===== config.mk =====
export PLATFORM = sky130hd
export DESIGN_NAME = speed_setpoint_ramp_with_buttons_unit
export DESIGN_NICKNAME = d
export VERILOG_FILES = /design/src/rtl/spr_pkg.sv /design/src/rtl/spr_debounce.sv /design/src/rtl/spr_ramp.sv /design/src/rtl/speed_setpoint_ramp_with_buttons_unit.sv
export SDC_FILE = /design/constraint.sdc
export NUM_CORES = 1
export LEC_CHECK = 0
export BUFFER_PORTS_ARGS = -buffer_cell sky130_fd_sc_hd__buf_2
export CELL_PAD_IN_SITES_DETAIL_PLACEMENT = 1
export CELL_PAD_IN_SITES_GLOBAL_PLACEMENT = 1
export CORE_MARGIN = 10
export CORE_UTILIZATION = 34
export DETAILED_ROUTE_END_ITERATION = 6
export GPL_TIMING_DRIVEN = 0
export PLACE_DENSITY_LB_ADDON = 0.3
export SLEW_MARGIN = 20
export SYNTH_ARGS = -nofsm -noshare
export SYNTH_HDL_FRONTEND = slang
export SYNTH_HIERARCHICAL = 1
export SYNTH_SLANG_ARGS = --single-unit

===== constraint.sdc =====
create_clock -name clk -period 10.5 [get_ports clk]
set_input_delay 0.525 -clock clk [delete_from_list [all_inputs] [get_ports clk]]
set_output_delay 0.525 -clock clk [all_outputs]
set_load 0.005 [all_outputs]

===== src/rtl/spr_pkg.sv =====
// Shared widths, reset values, register indexes and types for the setpoint ramp.
package spr_pkg;

  localparam int SPEED_W    = 12;
  localparam int DIST_W     = 20;
  localparam int STEP_W     = 8;
  localparam int BSTEP_W    = 10;
  localparam int CFG_IDX_W  = 3;
  localparam int CFG_DATA_W = 20;

  localparam int DEBOUNCE_TICKS_DEF = 3;

  localparam logic [SPEED_W-1:0] CRUISE_RESET = SPEED_W'(1700);

  localparam logic [CFG_IDX_W-1:0] REG_ACCEL_STEP   = 3'd0;
  localparam logic [CFG_IDX_W-1:0] REG_DECEL_STEP   = 3'd1;
  localparam logic [CFG_IDX_W-1:0] REG_BUTTON_STEP  = 3'd2;
  localparam logic [CFG_IDX_W-1:0] REG_MIN_CRUISE   = 3'd3;
  localparam logic [CFG_IDX_W-1:0] REG_MAX_CRUISE   = 3'd4;
  localparam logic [CFG_IDX_W-1:0] REG_APPROACH     = 3'd5;
  localparam logic [CFG_IDX_W-1:0] REG_SLOW_DIST    = 3'd6;
  localparam logic [CFG_IDX_W-1:0] REG_ARM_DIST     = 3'd7;

  typedef struct packed {
    logic [STEP_W-1:0]  accel_step;
    logic [STEP_W-1:0]  decel_step;
    logic [BSTEP_W-1:0] button_step;
    logic [SPEED_W-1:0] min_cruise;
    logic [SPEED_W-1:0] max_cruise;
    logic [SPEED_W-1:0] approach_speed;
    logic [DIST_W-1:0]  slow_distance_mm;
    logic [DIST_W-1:0]  arm_distance_mm;
  } cfg_t;

  localparam cfg_t CFG_RESET = '{
    accel_step:       STEP_W'(8),
    decel_step:       STEP_W'(5),
    button_step:      BSTEP_W'(40),
    min_cruise:       SPEED_W'(1700),
    max_cruise:       SPEED_W'(2400),
    approach_speed:   SPEED_W'(1640),
    slow_distance_mm: DIST_W'(5000),
    arm_distance_mm:  DIST_W'(5000)
  };

  typedef struct packed {
    logic up_press;
    logic down_press;
  } press_t;

endpackage


===== src/rtl/spr_debounce.sv =====
// Stable-count debounce filter for one active-low button, with press-edge detect.
module spr_debounce #(
  parameter int DEBOUNCE_TICKS = spr_pkg::DEBOUNCE_TICKS_DEF
) (
  input  logic clk,
  input  logic rst,
  input  logic advance,
  input  logic sample,
  output logic press
);
  import spr_pkg::*;

  localparam int CNT_W = $clog2(DEBOUNCE_TICKS + 1);
  localparam logic [CNT_W-1:0] CNT_MAX = CNT_W'(DEBOUNCE_TICKS);

  logic             last;
  logic             stable;
  logic [CNT_W-1:0] count;
  logic             last_next;
  logic             stable_next;
  logic [CNT_W-1:0] count_next;
  logic             flip;

  always_comb begin
    last_next = last;
    if (sample == last) begin
      count_next = (count < CNT_MAX) ? count + CNT_W'(1) : count;
    end else begin
      last_next  = sample;
      count_next = '0;
    end
    flip        = (count_next >= CNT_MAX) && (sample != stable);
    stable_next = flip ? sample : stable;
    press       = flip && !sample;
  end

  always_ff @(posedge clk) begin
    if (rst) begin
      last   <= 1'b1;
      stable <= 1'b1;
      count  <= '0;
    end else if (advance) begin
      last   <= last_next;
      stable <= stable_next;
      count  <= count_next;
    end
  end

endmodule


===== src/rtl/spr_ramp.sv =====
// Cruise level adjustment and slew-limited setpoint ramp with its state registers.
module spr_ramp (
  input  logic                         clk,
  input  logic                         rst,
  input  logic                         advance,
  input  spr_pkg::press_t              press,
  input  logic [spr_pkg::DIST_W-1:0]   travel_mm,
  input  logic                         run_enable,
  input  logic                         clear_target,
  input  spr_pkg::cfg_t                cfg,
  output logic [spr_pkg::SPEED_W-1:0]  setpoint_next,
  output logic [spr_pkg::SPEED_W-1:0]  cruise_next,
  output logic                         armed
);
  import spr_pkg::*;

  logic [SPEED_W-1:0]        cruise_level;
  logic [SPEED_W-1:0]        setpoint;
  logic [SPEED_W-1:0]        cruise_up;
  logic [SPEED_W:0]          up_sum;
  logic signed [SPEED_W:0]   dn_diff;
  logic [SPEED_W-1:0]        desired;
  logic [SPEED_W:0]          acc_sum;
  logic signed [SPEED_W:0]   dec_diff;
  logic [SPEED_W-1:0]        ramped;

  always_comb begin
    up_sum    = {1'b0, cruise_level} + (SPEED_W+1)'(cfg.button_step);
    cruise_up = cruise_level;
    if (press.up_press) begin
      cruise_up = (up_sum > {1'b0, cfg.max_cruise}) ? cfg.max_cruise : up_sum[SPEED_W-1:0];
    end
    dn_diff     = $signed({1'b0, cruise_up}) - $signed((SPEED_W+1)'(cfg.button_step));
    cruise_next = cruise_up;
    if (press.down_press) begin
      cruise_next = (dn_diff < $signed({1'b0, cfg.min_cruise})) ?
                    cfg.min_cruise : dn_diff[SPEED_W-1:0];
    end
  end

  assign armed = travel_mm >= cfg.arm_distance_mm;

  always_comb begin
    desired = cruise_next;
    if ((travel_mm >= cfg.slow_distance_mm) && (cruise_next > cfg.approach_speed)) begin
      desired = cfg.approach_speed;
    end
    acc_sum  = {1'b0, setpoint} + (SPEED_W+1)'(cfg.accel_step);
    dec_diff = $signed({1'b0, setpoint}) - $signed((SPEED_W+1)'(cfg.decel_step));
    priority if (setpoint < desired) begin
      ramped = (acc_sum > {1'b0, desired}) ? desired : acc_sum[SPEED_W-1:0];
    end else if (setpoint > desired) begin
      ramped = (dec_diff < $signed({1'b0, desired})) ? desired : dec_diff[SPEED_W-1:0];
    end else begin
      ramped = setpoint;
    end
    setpoint_next = setpoint;
    if (run_enable) begin
      setpoint_next = ramped;
    end
    if (clear_target) begin
      setpoint_next = '0;
    end
  end

  always_ff @(posedge clk) begin
    if (rst) begin
      cruise_level <= CRUISE_RESET;
      setpoint     <= '0;
    end else if (advance) begin
      cruise_level <= cruise_next;
      setpoint     <= setpoint_next;
    end
  end

endmodule


===== src/rtl/speed_setpoint_ramp_with_buttons_unit.sv =====
// Top level of the speed setpoint ramp: config registers, input and result registers.
//
// Usage:
//   Input channel (in_valid/in_ready) carries one control tick per beat: raw
//   active-low button levels, travelled distance, run and clear flags.
//   Output channel (out_valid/out_ready) returns one result beat per tick:
//   ramped setpoint, cruise level, stop-armed flag and debounced press edges.
//   Configuration is written through cfg_we/cfg_index/cfg_data, one register
//   per cycle; the user must write it only while the block is idle, which the block itself does not enforce.
// Timing:
//   An accepted tick is held in the input register, processed in one pass of
//   adder/compare logic and lands in the result register once that register is
//   free, which raises out_valid. Throughput is one tick per cycle while
//   out_ready stays high, set by the state update of the ramp and debounce
//   registers.
// Reset (rst, synchronous): configuration returns to its defaults, buttons to
//   released, cruise level to 1700 and setpoint to zero; both channels empty.
// Stall: while out_ready is low the result is held; one further tick waits in
//   the input register, after which in_ready drops.
module speed_setpoint_ramp_with_buttons_unit #(
  parameter int DEBOUNCE_TICKS = spr_pkg::DEBOUNCE_TICKS_DEF
) (
  input  logic                            clk,
  input  logic                            rst,
  input  logic                            cfg_we,
  input  logic [spr_pkg::CFG_IDX_W-1:0]   cfg_index,
  input  logic [spr_pkg::CFG_DATA_W-1:0]  cfg_data,
  input  logic                            in_valid,
  output logic                            in_ready,
  input  logic                            up_level,
  input  logic                            down_level,
  input  logic [spr_pkg::DIST_W-1:0]      travel_mm,
  input  logic                            run_enable,
  input  logic                            clear_target,
  output logic                            out_valid,
  input  logic                            out_ready,
  output logic [spr_pkg::SPEED_W-1:0]     target_speed,
  output logic [spr_pkg::SPEED_W-1:0]     cruise_speed,
  output logic                            stop_armed,
  output logic                            up_pressed,
  output logic                            down_pressed
);
  import spr_pkg::*;

  cfg_t               cfg;
  logic               in_full;
  logic               up_q;
  logic               down_q;
  logic [DIST_W-1:0]  dist_q;
  logic               run_q;
  logic               clear_q;
  logic               advance;
  press_t             press;
  logic [SPEED_W-1:0] setpoint_next;
  logic [SPEED_W-1:0] cruise_next;
  logic               armed;

  always_ff @(posedge clk) begin
    if (rst) begin
      cfg <= CFG_RESET;
    end else if (cfg_we) begin
      unique case (cfg_index)
        REG_ACCEL_STEP:  cfg.accel_step       <= cfg_data[STEP_W-1:0];
        REG_DECEL_STEP:  cfg.decel_step       <= cfg_data[STEP_W-1:0];
        REG_BUTTON_STEP: cfg.button_step      <= cfg_data[BSTEP_W-1:0];
        REG_MIN_CRUISE:  cfg.min_cruise       <= cfg_data[SPEED_W-1:0];
        REG_MAX_CRUISE:  cfg.max_cruise       <= cfg_data[SPEED_W-1:0];
        REG_APPROACH:    cfg.approach_speed   <= cfg_data[SPEED_W-1:0];
        REG_SLOW_DIST:   cfg.slow_distance_mm <= cfg_data[DIST_W-1:0];
        REG_ARM_DIST:    cfg.arm_distance_mm  <= cfg_data[DIST_W-1:0];
        default: ;
      endcase
    end
  end

  assign advance  = in_full && (!out_valid || out_ready);
  assign in_ready = !in_full || advance;

  always_ff @(posedge clk) begin
    if (rst) begin
      in_full <= 1'b0;
    end else if (in_ready) begin
      in_full <= in_valid;
    end
  end

  always_ff @(posedge clk) begin
    if (in_ready && in_valid) begin
      up_q    <= up_level;
      down_q  <= down_level;
      dist_q  <= travel_mm;
      run_q   <= run_enable;
      clear_q <= clear_target;
    end
  end

  spr_debounce #(.DEBOUNCE_TICKS(DEBOUNCE_TICKS)) u_up_deb (
    .clk     (clk),
    .rst     (rst),
    .advance (advance),
    .sample  (up_q),
    .press   (press.up_press)
  );

  spr_debounce #(.DEBOUNCE_TICKS(DEBOUNCE_TICKS)) u_down_deb (
    .clk     (clk),
    .rst     (rst),
    .advance (advance),
    .sample  (down_q),
    .press   (press.down_press)
  );

  spr_ramp u_ramp (
    .clk           (clk),
    .rst           (rst),
    .advance       (advance),
    .press         (press),
    .travel_mm     (dist_q),
    .run_enable    (run_q),
    .clear_target  (clear_q),
    .cfg           (cfg),
    .setpoint_next (setpoint_next),
    .cruise_next   (cruise_next),
    .armed         (armed)
  );

  always_ff @(posedge clk) begin
    if (rst) begin
      out_valid <= 1'b0;
    end else if (advance) begin
      out_valid <= 1'b1;
    end else if (out_ready) begin
      out_valid <= 1'b0;
    end
  end

  always_ff @(posedge clk) begin
    if (advance) begin
      target_speed <= setpoint_next;
      cruise_speed <= cruise_next;
      stop_armed   <= armed;
      up_pressed   <= press.up_press;
      down_pressed <= press.down_press;
    end
  end

endmodule

Word level (Yosys, flattened, before mapping)
Index checks and enable logic that the tools add are counted.
W data, S select, Z words.
Storage, ports and cells
  memories kept: 0
  word-level logic and storage cells: 104
  register bits: 187
  bits of input ports: 52
  memory bits (read-only): 0
  memory bits (writable): 0
  bits in latches: 0
Cells by class
  magnitude comparators: 13
  reduce and logical (&&, ||, !) cells: 27
  mux-type cells: 17
  bitwise logic cells: 2
  eq/ne operators: 11
  divide/modulo/power cells: 0
  add/subtract/negate cells: 6
  multipliers: 0
  shift operators: 0
Operator list (number)
  $mux W12: 11
  $ge A20 B20 Y1: 2
  $gt A13 B12 Y1: 2
  $lt A13 B13 Y1: 2
  $gt A12 B12 Y1: 2
  $reduce_and A2 Y1: 12
  $add A12 B10 Y13: 1
  $add A12 B8 Y13: 1
  $sub A12 B10 Y13: 1
  $sub A12 B8 Y13: 1
  $eq A3 B3 Y1 const B: 4
  $lt A12 B12 Y1: 1
  $mux W2: 4
  $logic_and A1 B1 Y1: 7
  $eq A3 B2 Y1 const B: 2
  $add A2 B1 Y2 const B: 2
  $ge A2 B2 Y1 const B: 2
  $logic_not A1 Y1: 4
  $lt A2 B2 Y1 const B: 2
  $eq A3 B1 Y1 const B: 1
  $logic_not A3 Y1: 1
  $eq A1 B1 Y1: 2
  $logic_or A1 B1 Y1: 2
  $mux W1: 2
  3 further kinds: 5

Depth between registers and ports, before layout
  depth in word-level cells: 20
  mapped depth: 62
  mapped depth without buffers: 57

Hierarchy
The synthesis kept the hierarchy.
By module, submodules not included
  spr_ramp: seq. area each 480.5 um^2, cells each 1000, instances 1, area each 7385.8 um^2
  speed_setpoint_ramp_with_buttons_unit: seq. area each 3613.5 um^2, cells each 438, instances 1, area each 5642.9 um^2
  spr_debounce: seq. area each 80.1 um^2, cells each 18, instances 2, area each 186.4 um^2

Least setup slack after synthesis
Ideal clock, no wire load.
  path kind: register -> register
  start: register cfg[76] (netlist name)
  end: register target_speed[9] (netlist name) (data pin)
  slack: -0.309 ns
  data arrival time: 10.538 ns
  period minus slack after synthesis: 10.809 ns
  data required time: 10.229 ns
  library setup time: 0.271 ns
  cell stages (with the launch flop): 57
  cells stage by stage: dfxtp_1 -> ha_1 -> inv_1 -> fa_1 -> nor2b_2 -> o31a_4 -> o21ai_4 -> o21a_1 -> xnor2_1 -> ha_1 -> nand3_1 -> nor4_1 -> o22a_1 -> o31ai_2 -> nor2_1 -> nand2_1 -> and2_1 -> a21oi_1 -> (+21 left out) -> nand4_1 -> nor3_1 -> a32oi_1 -> o211ai_2 -> buf_1 -> clkbuf_1 -> nand2_1 -> o21ai_0 -> inv_1 -> ha_1 -> maj3_1 -> a21boi_1 -> nand4bb_1 -> a31o_1 -> o21ai_4 -> mux2i_1 -> a2111oi_1 -> nor3_1
Between the ends
  word-level cells in the longest chain between the ends: 17
RTL lines
  $add A12 B10 Y13: RTL line spr_ramp.sv:28  | up_sum = {1'b0, cruise_level} + (SPEED_W+1)'(cfg.button_step);
  $gt A13 B12 Y1: RTL line spr_ramp.sv:31  | cruise_up = (up_sum > {1'b0, cfg.max_cruise}) ? cfg.max_cruise : up_sum[SPEED_W-1:0];
  $mux W12: RTL line spr_ramp.sv:31
  $mux W12: RTL line spr_ramp.sv:30  | if (press.up_press) begin
  $sub A12 B10 Y13: RTL line spr_ramp.sv:33  | dn_diff = $signed({1'b0, cruise_up}) - $signed((SPEED_W+1)'(cfg.button_step));
  $lt A13 B13 Y1: RTL line spr_ramp.sv:36  | cruise_next = (dn_diff < $signed({1'b0, cfg.min_cruise})) ?
  $mux W12: RTL line spr_ramp.sv:36
  $mux W12 (*): RTL line spr_ramp.sv:35  | if (press.down_press) begin
  net cruise_next[8]: RTL line speed_setpoint_ramp_with_buttons_unit.sv:55  | logic [SPEED_W-1:0] cruise_next;
  (+2 left out)
  $mux W12 (*): RTL line spr_ramp.sv:45  | if ((travel_mm >= cfg.slow_distance_mm) && (cruise_next > cfg.approach_speed)) begin
  $lt A13 B13 Y1: RTL line spr_ramp.sv:53  | ramped = (dec_diff < $signed({1'b0, desired})) ? desired : dec_diff[SPEED_W-1:0];
  $mux W12: RTL line spr_ramp.sv:53
  $mux W12: RTL line spr_ramp.sv:52  | end else if (setpoint > desired) begin
  $mux W12 (*): RTL line spr_ramp.sv:50  | priority if (setpoint < desired) begin
  $mux W12 (*): RTL line spr_ramp.sv:58  | if (run_enable) begin
  $mux W12 (*): RTL line spr_ramp.sv:61  | if (clear_target) begin
  net setpoint_next[9]: RTL line speed_setpoint_ramp_with_buttons_unit.sv:54  | logic [SPEED_W-1:0] setpoint_next;
  end signal, assigned: RTL line speed_setpoint_ramp_with_buttons_unit.sv:139  | target_speed <= setpoint_next;
  end, declared: RTL line speed_setpoint_ramp_with_buttons_unit.sv:37  | output logic [spr_pkg::SPEED_W-1:0] target_speed,
Mark *: on every way through the listed nets, which the timed path passes. The rest lies on a longest branch.
A chain may end at the register's enable or synchronous reset.

Final worst setup path
  start: register u_ramp.cruise_level[0]
  end: register target_speed[5] (netlist name) (data pin)
Between the ends
  word-level cells in the longest chain between the ends: 17
RTL lines
  start, declared: RTL line spr_ramp.sv:17  | logic [SPEED_W-1:0] cruise_level;
  start signal, assigned: RTL line spr_ramp.sv:71  | cruise_level <= cruise_next;
  $add A12 B10 Y13: RTL line spr_ramp.sv:28
  $gt A13 B12 Y1: RTL line spr_ramp.sv:31
  $mux W12: RTL line spr_ramp.sv:31
  $mux W12 (*): RTL line spr_ramp.sv:30
  $sub A12 B10 Y13: RTL line spr_ramp.sv:33
  $lt A13 B13 Y1: RTL line spr_ramp.sv:36
  $mux W12: RTL line spr_ramp.sv:36
  $mux W12 (*): RTL line spr_ramp.sv:35
  net cruise_next[10]: RTL line speed_setpoint_ramp_with_buttons_unit.sv:55
  (+2 left out)
  $mux W12 (*): RTL line spr_ramp.sv:45
  $lt A13 B13 Y1: RTL line spr_ramp.sv:53
  $mux W12: RTL line spr_ramp.sv:53
  $mux W12: RTL line spr_ramp.sv:52
  $mux W12 (*): RTL line spr_ramp.sv:50
  $mux W12 (*): RTL line spr_ramp.sv:58
  $mux W12 (*): RTL line spr_ramp.sv:61
  net setpoint_next[5]: RTL line speed_setpoint_ramp_with_buttons_unit.sv:54
Marked as above.

==> qor.csv <==
stage,metric,value,unit
grt,grt_max_degree,34,
floorplan,io_pins,81,
cts,postCtsHoldBufs,0,
floorplan,die_h,219,µm
grt,grt_pass1_wl,79.4,mm
cts,ctsRootBufferMaster,clkbuf_16,
synthesis,ys_types,110,
setup_path,startpoint_type,register,
placement,dpl_worst_slack,-3.16,ns
detailed_routing,post-route-drc-count,0,
synthesis,syn_area_per_cell,9.09,µm²
setup_path,cpMaxStageDelayCell,dfxtp_4,
pwr,power_density,113,nW/µm²
cts,clk_pin_slew_worst_paths,0.08,ns
grt,grt_pass1_vias,13500,
synthesis,synthXorXnorAreaFrac,3.07,%
synthesis,synth_nets,1657,
grt,grt.total_usage,21.5,%
synthesis,syn-cell-area,13400,µm²
cts,cts_tree,done,
synthesis,async_flop_share,0,%
detailed_routing,vias_per_cell,5.56,
floorplan,core,38800,µm²
synthesis,synth_flop_cell,dfxtp_1,
pwr,p_leak,7.96,nW
detailed_routing,routedWlPerCell,23.7,µm
run_status,violations,negative setup slack,
setup_path,crit_required,10.76,ns
sta,fin_crit,11.56,ns
synthesis,ys_ff_latch,187,
detailed_routing,vias,12900,
sta,slew_violations,0,
detailed_routing,dr.pass1.iters,5,
sta,fin_crit_sh,110,%
grt,antenna_found_initial,2,
cells_and_area,drive_above_1_share,34.3,%
cts,clk_path_buf_depth,2,
synthesis,synthTopCellsByCount,"inv_1 (140), dfxtp_1 (136), mux2i_1 (133), ha_1 (127), nor2_1 (114)",
synthesis,synth.most_common_cell,inv_1,
cells_and_area,fin_util,47.4,%
sta,fmax,0.0865,GHz
grt,grt_overflow,0,
sta,slew_headroom,36.6,%
placement,placed_cells,2072,
setup_path,crit_top_cell,buf_4,
sta,max_slew.worst_pin.slew,0.951,ns
min_path,worstHoldPathType,primary input to register,
placement,dp_hpwl,35.5,mm
setup_path,cp-end-kind,register,
cts,worstSkewPairLatency,0.45,ns
cts,clock-sinks,187,
sta,hold_violations,0,
placement,gp_congestion,0.923,
synthesis,synth_top_area_cell,dfxtp_1,
pwr,ir_drop,0.117,mV
synthesis,synth_edf_count,51,
cells_and_area,syn_to_final_growth,37.4,%
cells_and_area,final_cells,2328,
detailed_routing,routed_wl,55.1,mm
detailed_routing,first_iter_violations,885,
floorplan,rows,72,
floorplan,initial_core_util,34.5,%
cts,htree_levels,4,
sta,setup_viol,25,
sta,fin_skew,0.0179,ns
cells_and_area,nets,1977,
synthesis,synthAdderAreaFrac,13.1,%
sta,setup_slack,-1.06,ns
floorplan,die_w,219,µm
synthesis,synth-compound-area-share,19.0,%
setup_path,worstPathMaxFanout,8,
synthesis,synthMuxAreaShare,10.1,%
floorplan,dieArea,47800,µm²
setup_path,worst_ep_arrival_time,11.82,ns
setup_path,crit_path_max_incr_delay,0.41,ns
sta,fin_tns_setup,-22.93,ns
cts,cts_buffers,17,
synthesis,netlist_instances,1474,
synthesis,synthTopCellsByArea,"dfxtp_1 (20%), ha_1 (12%), edfxtp_1 (11%)",
synthesis,netlist.area_leader.share,20.3,%
synthesis,ys_seq_area_share,31.7,%
sta,rsz0062_at_grt,yes,
run_status,status,finished with violations,
flow_run,maxCapViolCount,0,
synthesis,synthSimpleGateAreaFrac,16.8,%
synthesis,yosysWarnings,6,
detailed_routing,ant_nets,0,
setup_path,crit_type,register to register,
synthesis,synth_top_family_by_area,compound AO/OA/AOI/OAI gates,
placement,io_buffers,78,
[worst paths after layout]
| kind | start | end | depth (start not counted) | slack (ns) |
|---|---|---|---|---|
| worst max-delay path | u_ramp/cruise_level[0] | target_speed[5] | 56 | -1.06 |
| worst min-delay path | run_enable | run_q | 1 | 0.24 |
| worst max register to register | u_ramp/cruise_level[0] | target_speed[5] | 56 | -1.06 |
| worst min register to register | cfg[38] | cfg[38] | 2 | 0.48 |
[timing repair]
action / 4_1_cts / 5_1_grt
gates cloned: 2 / 0
gates resized for setup: 224 / 119
hold endpoints to repair: 0 / 0
buffers inserted: 184 / 41
pin swaps: 102 / 80
endpoints found under the setup margin: 24 / 25
[power by group]
part	leakage [nW]	internal, mW	switching (mW)	total, mW
logic	6.09	0.295	0.369	0.663
registers	1.59	0.763	0.0197	0.782
clock network	0.281	0.325	0.316	0.641
total	7.96	1.38	0.704	2.09
[cell usage in the layout (no fill, tap or decap), types with 18 or more instances in the layout]
cell type | Yosys | final
buf_6 | 4 | 18
nand2b_1 | 102 | 102
clkbuf_1 | 32 | 31
inv_1 | 140 | 133
edfxtp_1 | 51 | 51
nand3_1 | 25 | 21
nand2_1 | 84 | 70
xnor2_1 | 35 | 30
a21oi_1 | 74 | 52
o21ai_0 | 41 | 22
dfxtp_1 | 136 | 128
clkbuf_16 | 0 | 19
nor2_1 | 114 | 104
mux2i_1 | 133 | 115
ha_1 | 127 | 101
buf_2 | 18 | 93
a21o_1 | 36 | 35
ha_4 | 0 | 22
buf_4 | 2 | 202
a21oi_2 | 4 | 18
[per-layer routing]
metal	routed length [µm]	global-route usage [%]	part of all wire (%)	up-vias
met5	0	0	0	-
met4	1970	8.35	3.6	0
met3	3020	4.23	5.5	138
met2	26700	36.1	49	496
met1	23400	26.6	42	6391
li1	-	-	-	5920
[final cells by class]
type	instances	area [µm²]
Sequential cell	187	4270
Multi-Input combinational cell	1082	9780
Buffer	60	368
Fill cell	4385	20400
Antenna cell	3	7.51
Tap cell	518	648
Inverter	144	557
Clock inverter	12	108
Timing Repair Buffer	302	2220
Clock buffer	20	458
[logic make-up (layout without fill, tap and decap cells)]
| kind of cell | count (synthesis) | in the layout |
|---|---|---|
| flip-flops | 187 | 187 |
| adder cells (fa/ha/maj) | 139 | 139 |
| AO/OA/AOI/OAI | 337 | 337 |
| multiplexers | 135 | 135 |
| AND/OR/NAND/NOR | 424 | 424 |
| other | 0 | 3 |
| buffers and inverters | 205 | 538 |
| XOR/XNOR | 47 | 47 |
[per-stage QoR]
stage	total power, mW	hold WS [ns]	instance area, µm²
2_1_floorplan	1.07	0.434	13400
3_3_place_gp	1.19	0.441	14500
3_5_place_dp	1.20	0.468	14500
4_1_cts	2.00	0.222	17500
5_1_grt	2.16	0.226	18400
6_report	2.09	0.242	18400
[worst max-delay path: cells and delay by family (launching register included)]
kind | cells | cell delay (ns)
AOI/OAI and AO/OA | 22 | 4.26
and+or+nand+nor | 13 | 2.63
adders and majority gates | 7 | 2.01
buffers and inverters | 11 | 1.27
xor gates and xnor gates | 2 | 0.52
DFF | 1 | 0.41
muxes | 1 | 0.22
[sequential cells by signal, indices dropped and copies added, names as in the netlist]
name,flops
run_q,1
out_valid,1
down_q,1
down_pressed,1
u_up_deb/count,2
up_pressed,1
u_down_deb/count,2
cruise_speed,12
u_up_deb/last,1
u_up_deb/stable,1
u_down_deb/last,1
in_full,1
stop_armed,1
target_speed,12
up_q,1
clear_q,1
u_ramp/cruise_level,12
u_down_deb/stable,1
u_ramp/setpoint,12
dist_q,20
cfg,102
Note: power is estimated with default switching activity, not from simulation.
